## src/hdl/dava_pkg.sv

```systemverilog
// Shared types, constants and character helpers for the dual-channel averaging voltmeter.
package dava_pkg;

  localparam int SAMPLES_DEF  = 8;
  localparam int ADC_BITS_DEF = 12;

  localparam int FS_W   = 13;
  localparam int MV_W   = FS_W;
  localparam int HEX_W  = 12;
  localparam int CHAR_W = 8;

  localparam logic [FS_W-1:0] FS_RESET = 13'd3300;

  // Burst layout: clear, 9 channel A bytes, line 2, 9 channel B bytes.
  localparam int BURST_LEN  = 20;
  localparam int IDX_W      = 5;
  localparam int POS_W      = 4;
  localparam logic [IDX_W-1:0] IDX_CLEAR = 5'd0;
  localparam logic [IDX_W-1:0] IDX_LINE2 = 5'd10;
  localparam logic [IDX_W-1:0] IDX_LAST  = 5'(BURST_LEN - 1);

  localparam logic [CHAR_W-1:0] CMD_CLEAR     = 8'h01;
  localparam logic [CHAR_W-1:0] CMD_LINE2     = 8'hC0;
  localparam logic [CHAR_W-1:0] ASCII_ZERO    = 8'h30;
  localparam logic [CHAR_W-1:0] ASCII_HEX_OFS = 8'h37;
  localparam logic [CHAR_W-1:0] ASCII_COMMA   = 8'h2C;
  localparam logic [CHAR_W-1:0] ASCII_SPACE   = 8'h20;

  // Byte positions within one channel's nine characters
  localparam logic [POS_W-1:0] POS_VOLT  = 4'd0;
  localparam logic [POS_W-1:0] POS_COMMA = 4'd1;
  localparam logic [POS_W-1:0] POS_HUND  = 4'd2;
  localparam logic [POS_W-1:0] POS_TENS  = 4'd3;
  localparam logic [POS_W-1:0] POS_ONES  = 4'd4;
  localparam logic [POS_W-1:0] POS_SPACE = 4'd5;
  localparam logic [POS_W-1:0] POS_HEX2  = 4'd6;
  localparam logic [POS_W-1:0] POS_HEX1  = 4'd7;
  localparam logic [POS_W-1:0] POS_HEX0  = 4'd8;

  typedef enum logic [2:0] {
    LN_IDLE,
    LN_DIV,
    LN_MUL,
    LN_BCD,
    LN_DONE
  } dava_lane_state_t;

  typedef struct packed {
    logic [3:0]       thou;
    logic [3:0]       hund;
    logic [3:0]       tens;
    logic [3:0]       ones;
    logic [HEX_W-1:0] hex;
  } dava_lane_res_t;

  typedef struct packed {
    logic           busy;
    logic           valid;
    dava_lane_res_t res;
  } dava_lane_out_t;

  function automatic logic [CHAR_W-1:0] hex_ascii(input logic [3:0] nib);
    logic [CHAR_W-1:0] ext;
    ext = {4'b0000, nib};
    return (nib > 4'd9) ? ASCII_HEX_OFS + ext : ASCII_ZERO + ext;
  endfunction

  function automatic logic [CHAR_W-1:0] chan_byte(input logic [POS_W-1:0] pos,
                                                  input dava_lane_res_t r);
    logic [CHAR_W-1:0] b;
    case (pos)
      POS_VOLT:  b = hex_ascii(r.thou);
      POS_COMMA: b = ASCII_COMMA;
      POS_HUND:  b = hex_ascii(r.hund);
      POS_TENS:  b = hex_ascii(r.tens);
      POS_ONES:  b = hex_ascii(r.ones);
      POS_SPACE: b = ASCII_SPACE;
      POS_HEX2:  b = hex_ascii(r.hex[11:8]);
      POS_HEX1:  b = hex_ascii(r.hex[7:4]);
      POS_HEX0:  b = hex_ascii(r.hex[3:0]);
      default:   b = ASCII_SPACE;
    endcase
    return b;
  endfunction

endpackage

```

## src/hdl/dava_lane.sv

```systemverilog
// One channel lane: running sum, reciprocal divide, millivolt scaling and BCD conversion.
module dava_lane #(
  parameter int SAMPLES_PER_AVERAGE = dava_pkg::SAMPLES_DEF,
  parameter int ADC_BITS            = dava_pkg::ADC_BITS_DEF
) (
  input  logic                       clk,
  input  logic                       rst_n,
  input  logic                       acc_en,
  input  logic                       acc_last,
  input  logic [ADC_BITS-1:0]        sample,
  input  logic [dava_pkg::FS_W-1:0]  fs,
  input  logic                       take,
  output dava_pkg::dava_lane_out_t   lane_o
);
  import dava_pkg::*;

  localparam int LOG_N     = $clog2(SAMPLES_PER_AVERAGE);
  localparam int SUM_W     = ADC_BITS + LOG_N;
  localparam int RECIP_SH  = SUM_W + LOG_N;
  localparam int RECIP_W   = SUM_W + 1;
  localparam int QP_W      = SUM_W + RECIP_W;
  localparam int BCD_STEPS = (MV_W + 1) / 2;
  localparam int BIN_W     = 2 * BCD_STEPS;
  localparam int STEP_W    = $clog2(BCD_STEPS);
  localparam int PROD_W    = ADC_BITS + FS_W;
  // ceil(2^RECIP_SH / N): exact truncating quotient for every sum below 2^SUM_W
  localparam logic [RECIP_W-1:0] RECIP =
    RECIP_W'(((64'd1 << RECIP_SH) + 64'(SAMPLES_PER_AVERAGE - 1)) /
             64'(SAMPLES_PER_AVERAGE));
  localparam logic [STEP_W-1:0]  BCD_LAST = STEP_W'(BCD_STEPS - 1);

  dava_lane_state_t state_r, state_nxt;

  logic [SUM_W-1:0]   sum_r;
  logic [SUM_W-1:0]   final_sum;
  logic [SUM_W-1:0]   win_sum_r;
  logic [QP_W-1:0]    quot_prod;
  logic [ADC_BITS-1:0] avg_r;
  logic [STEP_W-1:0]  step_r;
  logic [15:0]        bcd_r, bcd_nxt;
  logic [BIN_W-1:0]   bin_r, bin_nxt;
  logic [PROD_W-1:0]  prod;
  logic [ADC_BITS+HEX_W-1:0] avg_ext;
  logic               start;

  assign start     = acc_en && acc_last;
  assign final_sum = sum_r + SUM_W'(sample);
  assign quot_prod = QP_W'(win_sum_r) * QP_W'(RECIP);
  assign prod      = PROD_W'(avg_r) * PROD_W'(fs);
  assign avg_ext   = {{HEX_W{1'b0}}, avg_r};

  // Double dabble, two shifts per cycle
  always_comb begin
    bcd_nxt = bcd_r;
    bin_nxt = bin_r;
    for (int k = 0; k < 2; k++) begin
      for (int d = 0; d < 4; d++) begin
        if (bcd_nxt[4*d +: 4] >= 4'd5) begin
          bcd_nxt[4*d +: 4] = bcd_nxt[4*d +: 4] + 4'd3;
        end
      end
      {bcd_nxt, bin_nxt} = {bcd_nxt[14:0], bin_nxt, 1'b0};
    end
  end

  always_comb begin
    state_nxt = state_r;
    case (state_r)
      LN_IDLE: if (start) state_nxt = LN_DIV;
      LN_DIV:  state_nxt = LN_MUL;
      LN_MUL:  state_nxt = LN_BCD;
      LN_BCD:  if (step_r == '0) state_nxt = LN_DONE;
      LN_DONE: if (take) state_nxt = LN_IDLE;
      default: state_nxt = LN_IDLE;
    endcase
  end

  always_comb begin
    lane_o.busy     = (state_r != LN_IDLE);
    lane_o.valid    = (state_r == LN_DONE);
    lane_o.res.thou = bcd_r[15:12];
    lane_o.res.hund = bcd_r[11:8];
    lane_o.res.tens = bcd_r[7:4];
    lane_o.res.ones = bcd_r[3:0];
    lane_o.res.hex  = avg_ext[HEX_W-1:0];
  end

  always_ff @(posedge clk) begin
    if (!rst_n) begin
      state_r <= LN_IDLE;
      sum_r   <= '0;
    end else begin
      state_r <= state_nxt;
      if (acc_en) begin
        sum_r <= acc_last ? '0 : final_sum;
      end
    end
  end

  always_ff @(posedge clk) begin
    case (state_r)
      LN_IDLE: begin
        if (start) begin
          win_sum_r <= final_sum;
        end
      end
      LN_DIV: begin
        avg_r <= quot_prod[RECIP_SH +: ADC_BITS];
      end
      LN_MUL: begin
        bin_r  <= BIN_W'(prod[ADC_BITS +: MV_W]);
        bcd_r  <= '0;
        step_r <= BCD_LAST;
      end
      LN_BCD: begin
        bcd_r  <= bcd_nxt;
        bin_r  <= bin_nxt;
        step_r <= step_r - 1'b1;
      end
      default: begin
      end
    endcase
  end

endmodule

```

## src/hdl/dava_merge.sv

```systemverilog
// Merge stage: takes both lane results and sends the 20-byte display burst.
module dava_merge (
  input  logic                         clk,
  input  logic                         rst_n,
  input  dava_pkg::dava_lane_out_t     lane_a,
  input  dava_pkg::dava_lane_out_t     lane_b,
  output logic                         take,
  input  logic                         out_ready,
  output logic                         out_valid,
  output logic [dava_pkg::CHAR_W-1:0]  out_char_byte,
  output logic                         out_is_command,
  output logic                         out_last_of_run
);
  import dava_pkg::*;

  logic              active_r;
  logic [IDX_W-1:0]  idx_r;
  dava_lane_res_t    res_a_r, res_b_r;
  logic              out_valid_r;
  logic [CHAR_W-1:0] char_r, char_nxt;
  logic              cmd_r, cmd_nxt;
  logic              last_r;
  logic              load_out;
  logic [IDX_W-1:0]  pos_a, pos_b;

  assign take     = !active_r && lane_a.valid && lane_b.valid;
  assign load_out = !out_valid_r || out_ready;
  assign pos_a    = idx_r - 5'd1;
  assign pos_b    = idx_r - (IDX_LINE2 + 5'd1);

  always_comb begin
    cmd_nxt = 1'b0;
    if (idx_r == IDX_CLEAR) begin
      char_nxt = CMD_CLEAR;
      cmd_nxt  = 1'b1;
    end else if (idx_r == IDX_LINE2) begin
      char_nxt = CMD_LINE2;
      cmd_nxt  = 1'b1;
    end else if (idx_r < IDX_LINE2) begin
      char_nxt = chan_byte(pos_a[POS_W-1:0], res_a_r);
    end else begin
      char_nxt = chan_byte(pos_b[POS_W-1:0], res_b_r);
    end
  end

  always_ff @(posedge clk) begin
    if (!rst_n) begin
      active_r    <= 1'b0;
      idx_r       <= '0;
      out_valid_r <= 1'b0;
    end else begin
      if (take) begin
        active_r <= 1'b1;
        idx_r    <= IDX_CLEAR;
      end else if (active_r && load_out) begin
        idx_r <= idx_r + 1'b1;
        if (idx_r == IDX_LAST) begin
          active_r <= 1'b0;
        end
      end
      if (load_out) begin
        out_valid_r <= active_r;
      end
    end
  end

  always_ff @(posedge clk) begin
    if (take) begin
      res_a_r <= lane_a.res;
      res_b_r <= lane_b.res;
    end
    if (active_r && load_out) begin
      char_r <= char_nxt;
      cmd_r  <= cmd_nxt;
      last_r <= (idx_r == IDX_LAST);
    end
  end

  assign out_valid       = out_valid_r;
  assign out_char_byte   = char_r;
  assign out_is_command  = cmd_r;
  assign out_last_of_run = last_r;

endmodule

```

## src/hdl/dual_adc_average_voltmeter_display.sv

```systemverilog
// Dual-channel boxcar averager that writes volts and hex readings as display bytes.
//
// Input channel: one transfer carries a pair of converter samples. Each pair is
// added to a per-channel running sum; every SAMPLES_PER_AVERAGE-th pair closes
// the window and both lanes start on the averages while sums clear.
// Output channel: each transfer is one display byte. A window produces a burst
// of 20: clear command, channel A (volts, comma, three mV digits, space, three
// hex digits), second-line command, then channel B; last_of_run marks the end.
// Each lane averages with a constant reciprocal multiply, scales to millivolts,
// then converts to BCD two bits a cycle. Throughput: pairs that do not close a
// window transfer every cycle. The byte serializer limits the sustained rate.
// A closing pair waits while either lane is still busy or holds results.
// Reset (rst_n low, synchronous) clears the sums, the pair count and any burst
// in flight, and loads fs_r with 3300 mV.
// A stalled receiver holds the current byte; the lanes keep the next window's
// results and the input side stalls only when a further window closes.
module dual_adc_average_voltmeter_display #(
  parameter int SAMPLES_PER_AVERAGE = dava_pkg::SAMPLES_DEF,
  parameter int ADC_BITS            = dava_pkg::ADC_BITS_DEF
) (
  input  logic                         clk,
  input  logic                         rst_n,
  input  logic                         in_valid,
  output logic                         in_ready,
  input  logic [ADC_BITS-1:0]          in_sample_a,
  input  logic [ADC_BITS-1:0]          in_sample_b,
  output logic                         out_valid,
  input  logic                         out_ready,
  output logic [dava_pkg::CHAR_W-1:0]  out_char_byte,
  output logic                         out_is_command,
  output logic                         out_last_of_run,
  input  logic                         cfg_wr_en,
  input  logic [dava_pkg::FS_W-1:0]    cfg_wr_data
);
  import dava_pkg::*;

  localparam int CNT_W = $clog2(SAMPLES_PER_AVERAGE);
  localparam logic [CNT_W-1:0] CNT_LAST = CNT_W'(SAMPLES_PER_AVERAGE - 1);

  logic [CNT_W-1:0] pair_cnt_r;
  logic [FS_W-1:0]  fs_r;
  logic             win_last;
  logic             accept;
  logic             take;
  dava_lane_out_t   lane_a, lane_b;

  assign win_last = (pair_cnt_r == CNT_LAST);
  assign in_ready = !(win_last && (lane_a.busy || lane_b.busy));
  assign accept   = in_valid && in_ready;

  always_ff @(posedge clk) begin
    if (!rst_n) begin
      pair_cnt_r <= '0;
      fs_r       <= FS_RESET;
    end else begin
      if (accept) begin
        pair_cnt_r <= win_last ? '0 : pair_cnt_r + 1'b1;
      end
      if (cfg_wr_en) begin
        fs_r <= cfg_wr_data;
      end
    end
  end

  dava_lane #(
    .SAMPLES_PER_AVERAGE (SAMPLES_PER_AVERAGE),
    .ADC_BITS            (ADC_BITS)
  ) u_lane_a (
    .clk      (clk),
    .rst_n    (rst_n),
    .acc_en   (accept),
    .acc_last (win_last),
    .sample   (in_sample_a),
    .fs       (fs_r),
    .take     (take),
    .lane_o   (lane_a)
  );

  dava_lane #(
    .SAMPLES_PER_AVERAGE (SAMPLES_PER_AVERAGE),
    .ADC_BITS            (ADC_BITS)
  ) u_lane_b (
    .clk      (clk),
    .rst_n    (rst_n),
    .acc_en   (accept),
    .acc_last (win_last),
    .sample   (in_sample_b),
    .fs       (fs_r),
    .take     (take),
    .lane_o   (lane_b)
  );

  dava_merge u_merge (
    .clk             (clk),
    .rst_n           (rst_n),
    .lane_a          (lane_a),
    .lane_b          (lane_b),
    .take            (take),
    .out_ready       (out_ready),
    .out_valid       (out_valid),
    .out_char_byte   (out_char_byte),
    .out_is_command  (out_is_command),
    .out_last_of_run (out_last_of_run)
  );

endmodule
```

## config.mk

```make
export PLATFORM = sky130hd
export DESIGN_NAME = dual_adc_average_voltmeter_display
export DESIGN_NICKNAME = d
export VERILOG_FILES = /design/src/hdl/dava_pkg.sv /design/src/hdl/dava_lane.sv /design/src/hdl/dava_merge.sv /design/src/hdl/dual_adc_average_voltmeter_display.sv
export SDC_FILE = /design/constraint.sdc
export NUM_CORES = 1
export LEC_CHECK = 0
export ABC_AREA = 1
export ABC_CLOCK_PERIOD_IN_PS = 7300
export BUFFER_PORTS_ARGS = -buffer_cell sky130_fd_sc_hd__buf_4
export CORE_MARGIN = 1.5
export CORE_UTILIZATION = 60
export CTS_CLUSTER_DIAMETER = 60
export DETAILED_ROUTE_END_ITERATION = 8
export HOLD_SLACK_MARGIN = 0.12
export MAX_ROUTING_LAYER = met4
export PLACE_DENSITY = 0.86
export REMOVE_ABC_BUFFERS = 1
export SYNTH_ARGS = -nofsm -noshare
export SYNTH_HDL_FRONTEND = slang
export SYNTH_SLANG_ARGS = --single-unit
```

## constraint.sdc

```tcl
create_clock -name clk -period 7.3 [get_ports clk]
set_input_delay 1.095 -clock clk [delete_from_list [all_inputs] [get_ports clk]]
set_output_delay 1.095 -clock clk [all_outputs]
set_load 0.01 [all_outputs]
```

==> impl_metrics.env, run 1 <==
export IMPL_ant_nets=0
export IMPL_whs_ps=417
export IMPL_clk_pin_slew_worst_paths_ps=60
export IMPL_critPathBufInv=1
export IMPL_start_kind="register"
export IMPL_regToRegSetupSlack_ps=1630
export IMPL_path_max_fanout=25
export IMPL_syn_area_per_cell_um2=7.85
export IMPL_die_area_um2=40600
export IMPL_crit_family="adder cells"
export IMPL_tritoncts="built"
export IMPL_dr_total_vias=19600
export IMPL_antenna_found_initial=0
export IMPL_worst_slew_pin_slew_ps=1110
export IMPL_synth_cells=3009
export IMPL_die_w_um=201
export IMPL_outcome="completed"
export IMPL_setup_viol=0
export IMPL_hold_viol_final=0
export IMPL_grt_pass1_vias=20500
export IMPL_maxCapViolations=0
export IMPL_critical_path_class="reg2reg"
export IMPL_cp_arrival_ps=5950
export IMPL_vias_per_cell=5.49
export IMPL_synth_edf_count=180
export IMPL_grt_max_degree=57
export IMPL_drtIter0Drc=1329
export IMPL_ys_warn_count=0
export IMPL_fin_crit_ps=5670
export IMPL_clock_sinks=239
export IMPL_ys_flop_type="edfxtp_1"
export IMPL_vdd_drop_max_mv=0.429
export IMPL_period_share_pct=77.7
export IMPL_skew_ps=36.0
export IMPL_grt_pass1_wl_mm=93.8
export IMPL_netlist_area_um2=23600
export IMPL_p_leak_uw=0.0134
export IMPL_place_hpwl_mm=42.0
export IMPL_cp_slowest_cell="dfxtp_1"
export IMPL_hold_path_class="reg2reg"
export IMPL_globalRouteTotalUtil_pct=29.0
export IMPL_instances_no_fill=3571
export IMPL_dp_cells=3508
export IMPL_critPathCaptureType="register"
export IMPL_core_area_um2=38700
export IMPL_cts_htree_levels=2
export IMPL_drcViolationCount=0
export IMPL_rsz0062_at_grt="no"
export IMPL_wl_per_cell_um=15.4
export IMPL_cts_resized=0
export IMPL_cts_hold_buf=0
export IMPL_clk_latency_ps=550
export IMPL_num_antenna_cells=0
export IMPL_synth_async_reset_ratio_pct=0
export IMPL_drv_slew=0
export IMPL_synth_seq_area_share_pct=27.9
export IMPL_p_per_area_nw_per_um2=430
export IMPL_row_count=72
export IMPL_area_growth_pct=8.61
export IMPL_cts_max_path_buffers=3
export IMPL_worstPathRequired_ps=7570
export IMPL_grt_ovfl_total=0
export IMPL_ys_seq_elements=239
export IMPL_fill_cells=3084
export IMPL_io_pins=54
export IMPL_relSlewSlack_pct=25.6
export IMPL_drt_wl_total_mm=55.1
export IMPL_cp_common_cell="fa_1"
export IMPL_post_cts_setup_buffer_count=0
export IMPL_drt_pass1_iterations=6
export IMPL_final_layout_size_suffix_gt1_share_pct=5.11
export IMPL_initial_core_util_pct=61.0
export IMPL_routabilityCongestion=0.969
export IMPL_clockRootBuffer="clkbuf_16"
export IMPL_numCtsBuffers=35
export IMPL_fin_nets=3503
export IMPL_io_buffers=53
export IMPL_cp_slowest_stage_delay_ps=970
export IMPL_die_h_um=201
export IMPL_maxClockFrequency_mhz=176
export IMPL_synth_cell_types=44
export IMPL_crit_chain="nand2_1 > fa_1 > fa_1 > fa_1 > fa_1 > fa_1 > inv_1 > ha_1 > a21oi_1 > a21boi_0 > nand3_1 > nand2_1 > nand2_1 > or2_2 > nand3_1 > nand2_1"
export IMPL_setup_tns_ps=0
-- per-layer routing --
layer | routed length, um | vias to the layer above | track usage, %
met1 | 21100 | 9293 | 33.0
met5 | 0 | - | -
met2 | 27800 | 805 | 50.8
li1 | - | 9339 | -
met4 | 1840 | 0 | 10.6
met3 | 4370 | 179 | 5.73
-- synth_stat cells, types with 5 or more instances --
master    count  area (um^2)
a21boi_0      5         37.5
a31oi_1       5         31.3
xor2_1       37          324
and2_1        7         43.8
buf_1        12         45.0
nand2_1     802         3010
nand3b_1      8         60.1
inv_1       646         2420
clkbuf_1     67          251
o21bai_1      7         52.6
or2_2         8         50.1
nor2_1      203          762
nand3_1     118          591
nand4_1      20          125
fa_1        220         4400
a21oi_1     153          766
dfxtp_1      59         1180
ha_1        214         2680
o21ai_0     149          746
nand2_2       5         31.3
nor3_1       26          130
xnor2_1       9         78.8
edfxtp_1    180         5410
-- worst register-to-register path, delay by kind of cell, from the launching register on --
kind	cells	cell delay (ps)
fa+ha+maj	6	3020
compound gates	2	450
simple gates	7	930
buf+inv	1	40
flops	1	970
-- placed cells by master, fill, tap and decap left out, types with 5 or more instances in the layout --
cell and instances:
edfxtp_1 180, a31oi_1 5, a21boi_0 5, dfxtp_1 59, ha_1 214, inv_1 644, nand2_2 5, or2_2 8
fa_1 220, nand3_1 118, buf_4 63, clkinv_2 5, xnor2_1 9, clkbuf_16 37, nand4_1 20, nand2_1 802
o21ai_0 149, xor2_1 37, and2_1 7, nor2_1 201, nand3b_1 8, nor2_2 5, nor3_1 26, o21bai_1 7
a21oi_1 153
-- final cells by class --
| class | count | area, um^2 | area share [%] |
|---|---|---|---|
| Tap cell | 518 | 648 | 2.53 |
| Clock buffer | 44 | 992 | 3.87 |
| Multi-Input combinational cell | 2039 | 14300 | 55.7 |
| Sequential cell | 239 | 6590 | 25.7 |
| Timing Repair Buffer | 63 | 473 | 1.84 |
| Inverter | 649 | 2440 | 9.50 |
| Clock inverter | 19 | 225 | 0.878 |
-- registers in the layout, indices dropped and copies added, names as in the netlist, 13 cells and up --
signal and flops:
fs_r 13, u_lane_b.sum_r 15, u_lane_b.bin_r 14, u_lane_a.bin_r 14, u_merge.res_b_r 28, u_lane_a.bcd_r 16, u_lane_a.sum_r 15, u_lane_b.bcd_r 16
u_merge.res_a_r 28
-- cell families (layout without fill, tap and decap cells) --
group | count (synthesis) | in the layout | share of synthesized area, %
flip-flops | 239 | 239 | 27.9
AO/OA/AOI/OAI | 340 | 340 | 7.57
XOR/XNOR | 46 | 46 | 1.71
buffers and inverters | 731 | 775 | 11.6
adder cells (fa/ha/maj) | 434 | 434 | 30.0
AND/OR/NAND/NOR | 1219 | 1219 | 21.2
-- metrics by stage --
step / power [uW] / setup slack, ps / utilization, % / area, um^2
3_3_place_gp: 9040 / 1780 / 63.1 / 24400
6_report: 11000 / 1630 / 66.2 / 25600
2_1_floorplan: 7490 / 2160 / - / 23300
3_5_place_dp: 9210 / 1690 / 63.1 / 24400
5_1_grt: 12300 / 1250 / 66.2 / 25600
4_1_cts: 11100 / 1660 / 66.2 / 25600
-- final timing paths --
path | start | endpoint | depth (start not counted)
max | fs_r[4] | u_lane_b.bin_r[5] | 16
min reg2reg | u_lane_b.win_sum_r[14] | u_lane_b.avg_r[11] | 0
min | u_lane_b.win_sum_r[14] | u_lane_b.avg_r[11] | 0
max reg2reg | fs_r[4] | u_lane_b.bin_r[5] | 16
-- where the power goes --
part           total [uW]  internal (uW)  leakage (uW)  switching, uW
clock network        1760           1090      0.000601            675
logic                7210           2660        0.0107           4540
registers            2070           1870       0.00210            203
total               11000           5620        0.0134           5420
(Power assumes the default switching activity.)
==> run 2, diff against run 1 <==
--- a/config.mk
+++ b/config.mk
@@ -6,15 +6,15 @@
 export NUM_CORES = 1
 export LEC_CHECK = 0
 export ABC_AREA = 1
-export ABC_CLOCK_PERIOD_IN_PS = 7300
+export ABC_CLOCK_PERIOD_IN_PS = 4900
 export BUFFER_PORTS_ARGS = -buffer_cell sky130_fd_sc_hd__buf_4
 export CORE_MARGIN = 1.5
-export CORE_UTILIZATION = 60
+export CORE_UTILIZATION = 59
 export CTS_CLUSTER_DIAMETER = 60
 export DETAILED_ROUTE_END_ITERATION = 8
 export HOLD_SLACK_MARGIN = 0.12
 export MAX_ROUTING_LAYER = met4
-export PLACE_DENSITY = 0.86
+export PLACE_DENSITY = 0.88
 export REMOVE_ABC_BUFFERS = 1
 export SYNTH_ARGS = -nofsm -noshare
 export SYNTH_HDL_FRONTEND = slang
==> constraint.sdc (replaced) <==
create_clock -name clk -period 4.9 [get_ports clk]
set_input_delay 0.735 -clock clk [delete_from_list [all_inputs] [get_ports clk]]
set_output_delay 0.735 -clock clk [all_outputs]
set_load 0.01 [all_outputs]
==> impl_metrics.env, run 2 (same netlist as run 1, synthesis figures left out) <==
export IMPL_r2r_start="u_lane_a.avg_r[6]"
export IMPL_setup_tns_ps=-4510
export IMPL_relSlewSlack_pct=22.7
export IMPL_whs_ps=379
export IMPL_worstPathRequired_ps=5230
export IMPL_final_layout_size_suffix_gt1_share_pct=16.9
export IMPL_drt_wl_total_mm=67.7
export IMPL_tritoncts="built"
export IMPL_rsz0062_at_grt="yes"
export IMPL_globalRouteTotalUtil_pct=28.1
export IMPL_dr_total_vias=21700
export IMPL_regToRegSetupSlack_ps=-370
export IMPL_maxClockFrequency_mhz=190
export IMPL_outcome="finished with violations"
export IMPL_drt_pass1_iterations=7
export IMPL_reg2reg_depth=21
export IMPL_core_area_um2=39600
export IMPL_skew_ps=15.7
export IMPL_fill_cells=2629
export IMPL_start_kind="register"
export IMPL_path_max_fanout=7
export IMPL_ant_nets=0
export IMPL_drcViolationCount=0
export IMPL_dp_cells=3630
export IMPL_clock_sinks=239
export IMPL_io_buffers=53
export IMPL_row_count=73
export IMPL_cp_arrival_ps=5600
export IMPL_clk_latency_ps=590
export IMPL_place_hpwl_mm=41.9
export IMPL_critical_path_class="reg2reg"
export IMPL_final_common_cell="nand2_1"
export IMPL_grt_max_degree=57
export IMPL_vias_per_cell=5.79
export IMPL_reg_top3="u_merge.res_a_r: 28 flops, u_merge.res_b_r: 28 flops"
export IMPL_cts_hold_buf=0
export IMPL_die_h_um=203
export IMPL_fin_ws_ps=-368
export IMPL_worst_slew_pin_slew_ps=1160
export IMPL_initial_core_util_pct=59.6
export IMPL_hold_viol_final=0
export IMPL_die_w_um=203
export IMPL_io_pins=54
export IMPL_period_share_pct=108
export IMPL_violations="negative setup slack"
export IMPL_dpl_instance_area_um2=25300
export IMPL_routabilityCongestion=0.960
export IMPL_clockRootBuffer="clkbuf_16"
export IMPL_setup_viol=25
export IMPL_grt_ovfl_total=0
export IMPL_instances_no_fill=3740
export IMPL_drv_slew=0
export IMPL_cp_startpoint="u_lane_a.avg_r[6]"
export IMPL_design_area_um2=28000
export IMPL_area_growth_pct=18.4
export IMPL_antenna_found_initial=0
export IMPL_r2r_end="u_lane_a.bin_r[8]"
export IMPL_cts_max_path_buffers=3
export IMPL_clk_pin_slew_worst_paths_ps=60
export IMPL_cts_htree_levels=1
export IMPL_grt_pass1_vias=20500
export IMPL_numCtsBuffers=30
export IMPL_maxCapViolations=0
export IMPL_endpoint="u_lane_a.bin_r[8]"
export IMPL_die_area_um2=41200
export IMPL_wl_per_cell_um=18.1
export IMPL_hold_path_class="in2reg"
export IMPL_num_antenna_cells=0
export IMPL_fin_nets=3667
export IMPL_critPathCaptureType="register"
export IMPL_grt_pass1_wl_mm=92.3
export IMPL_fin_crit_ps=5270
export IMPL_layout_common_cells="nand2_1 (757), inv_1 (603), fa_1 (207), buf_4 (195), ha_1 (183)"
export IMPL_drtIter0Drc=2272
-- run 2: cell count changes in the layout (fill, tap and decap cells not counted), sizes merged --
cell / change
inv: +3
bufinv: -3
buf: +168
clkinv: -2
clkbuf: -4
-- run 2: how the worst min path moves through the flow --
stage               slack [ps]             startpoint  cells past startpoint           endpoint
global placement           400  u_lane_a.win_sum_r[5]                      0  u_lane_a.avg_r[2]
global route               370         cfg_wr_data[7]                      3            fs_r[7]
CTS                        350         cfg_wr_data[6]                      3            fs_r[6]
floorplan                  400  u_lane_a.win_sum_r[3]                      0  u_lane_a.avg_r[0]
finish                     380        cfg_wr_data[10]                      3           fs_r[10]
detailed placement         400  u_lane_a.win_sum_r[4]                      0  u_lane_a.avg_r[1]
-- run 2: metrics by stage --
| step | utilization, % | worst slack [ps] |
|---|---|---|
| floorplan | - | -241 |
| global placement | 63.9 | -95.7 |
| detailed placement | 63.9 | -183 |
| CTS | 67.0 | -1.24 |
| global route | 70.5 | -404 |
| finish | 70.5 | -368 |
-- run 2: cell type report --
cell class	count	area, um^2	share of cell area, %
Clock buffer	39	858	3.07
Clock inverter	17	115	0.412
Inverter	649	2440	8.71
Multi-Input combinational cell	2039	15400	54.9
Sequential cell	239	6610	23.6
Tap cell	525	657	2.35
Timing Repair Buffer	232	1930	6.91
-- run 2: layer usage --
| layer | GRT usage, % | wire, um | part of all wire [%] | up-vias |
|---|---|---|---|---|
| met3 | 4.67 | 6900 | 10 | 555 |
| met1 | 32.3 | 22800 | 34 | 9950 |
| met5 | - | 0 | 0 | - |
| met2 | 49.2 | 32700 | 48 | 1500 |
| met4 | 10.9 | 5260 | 7.8 | 0 |
| li1 | - | - | - | 9667 |
-- run 2: worst max-delay path: stages (launching register included) --
cell	delay, ps
edfxtp_1	560
nand2_1	190
inv_1	80
fa_2	520
inv_1	60
fa_1	390
inv_2	150
fa_1	480
fa_1	530
inv_1	90
fa_1	540
inv_1	60
ha_4	330
nand2_4	90
nor4_4	270
nand2_1	100
nand2_2	140
nand2_2	100
nand2_1	110
nand2_1	90
nand3_1	80
nand2_1	70
-- run 2: what timing repair did --
action / CTS / global route
hold endpoints to repair: 0 / 0
resized for setup: 45 / 284
setup buffers: 12 / 41
setup endpoints to repair: 24 / 26
pin swaps: 13 / 136
gates cloned: 0 / 1
Power of run 2 is left out: the tool's default activity adds up to more than one toggle a clock period on the data nets, which glitch-free logic cannot reach.
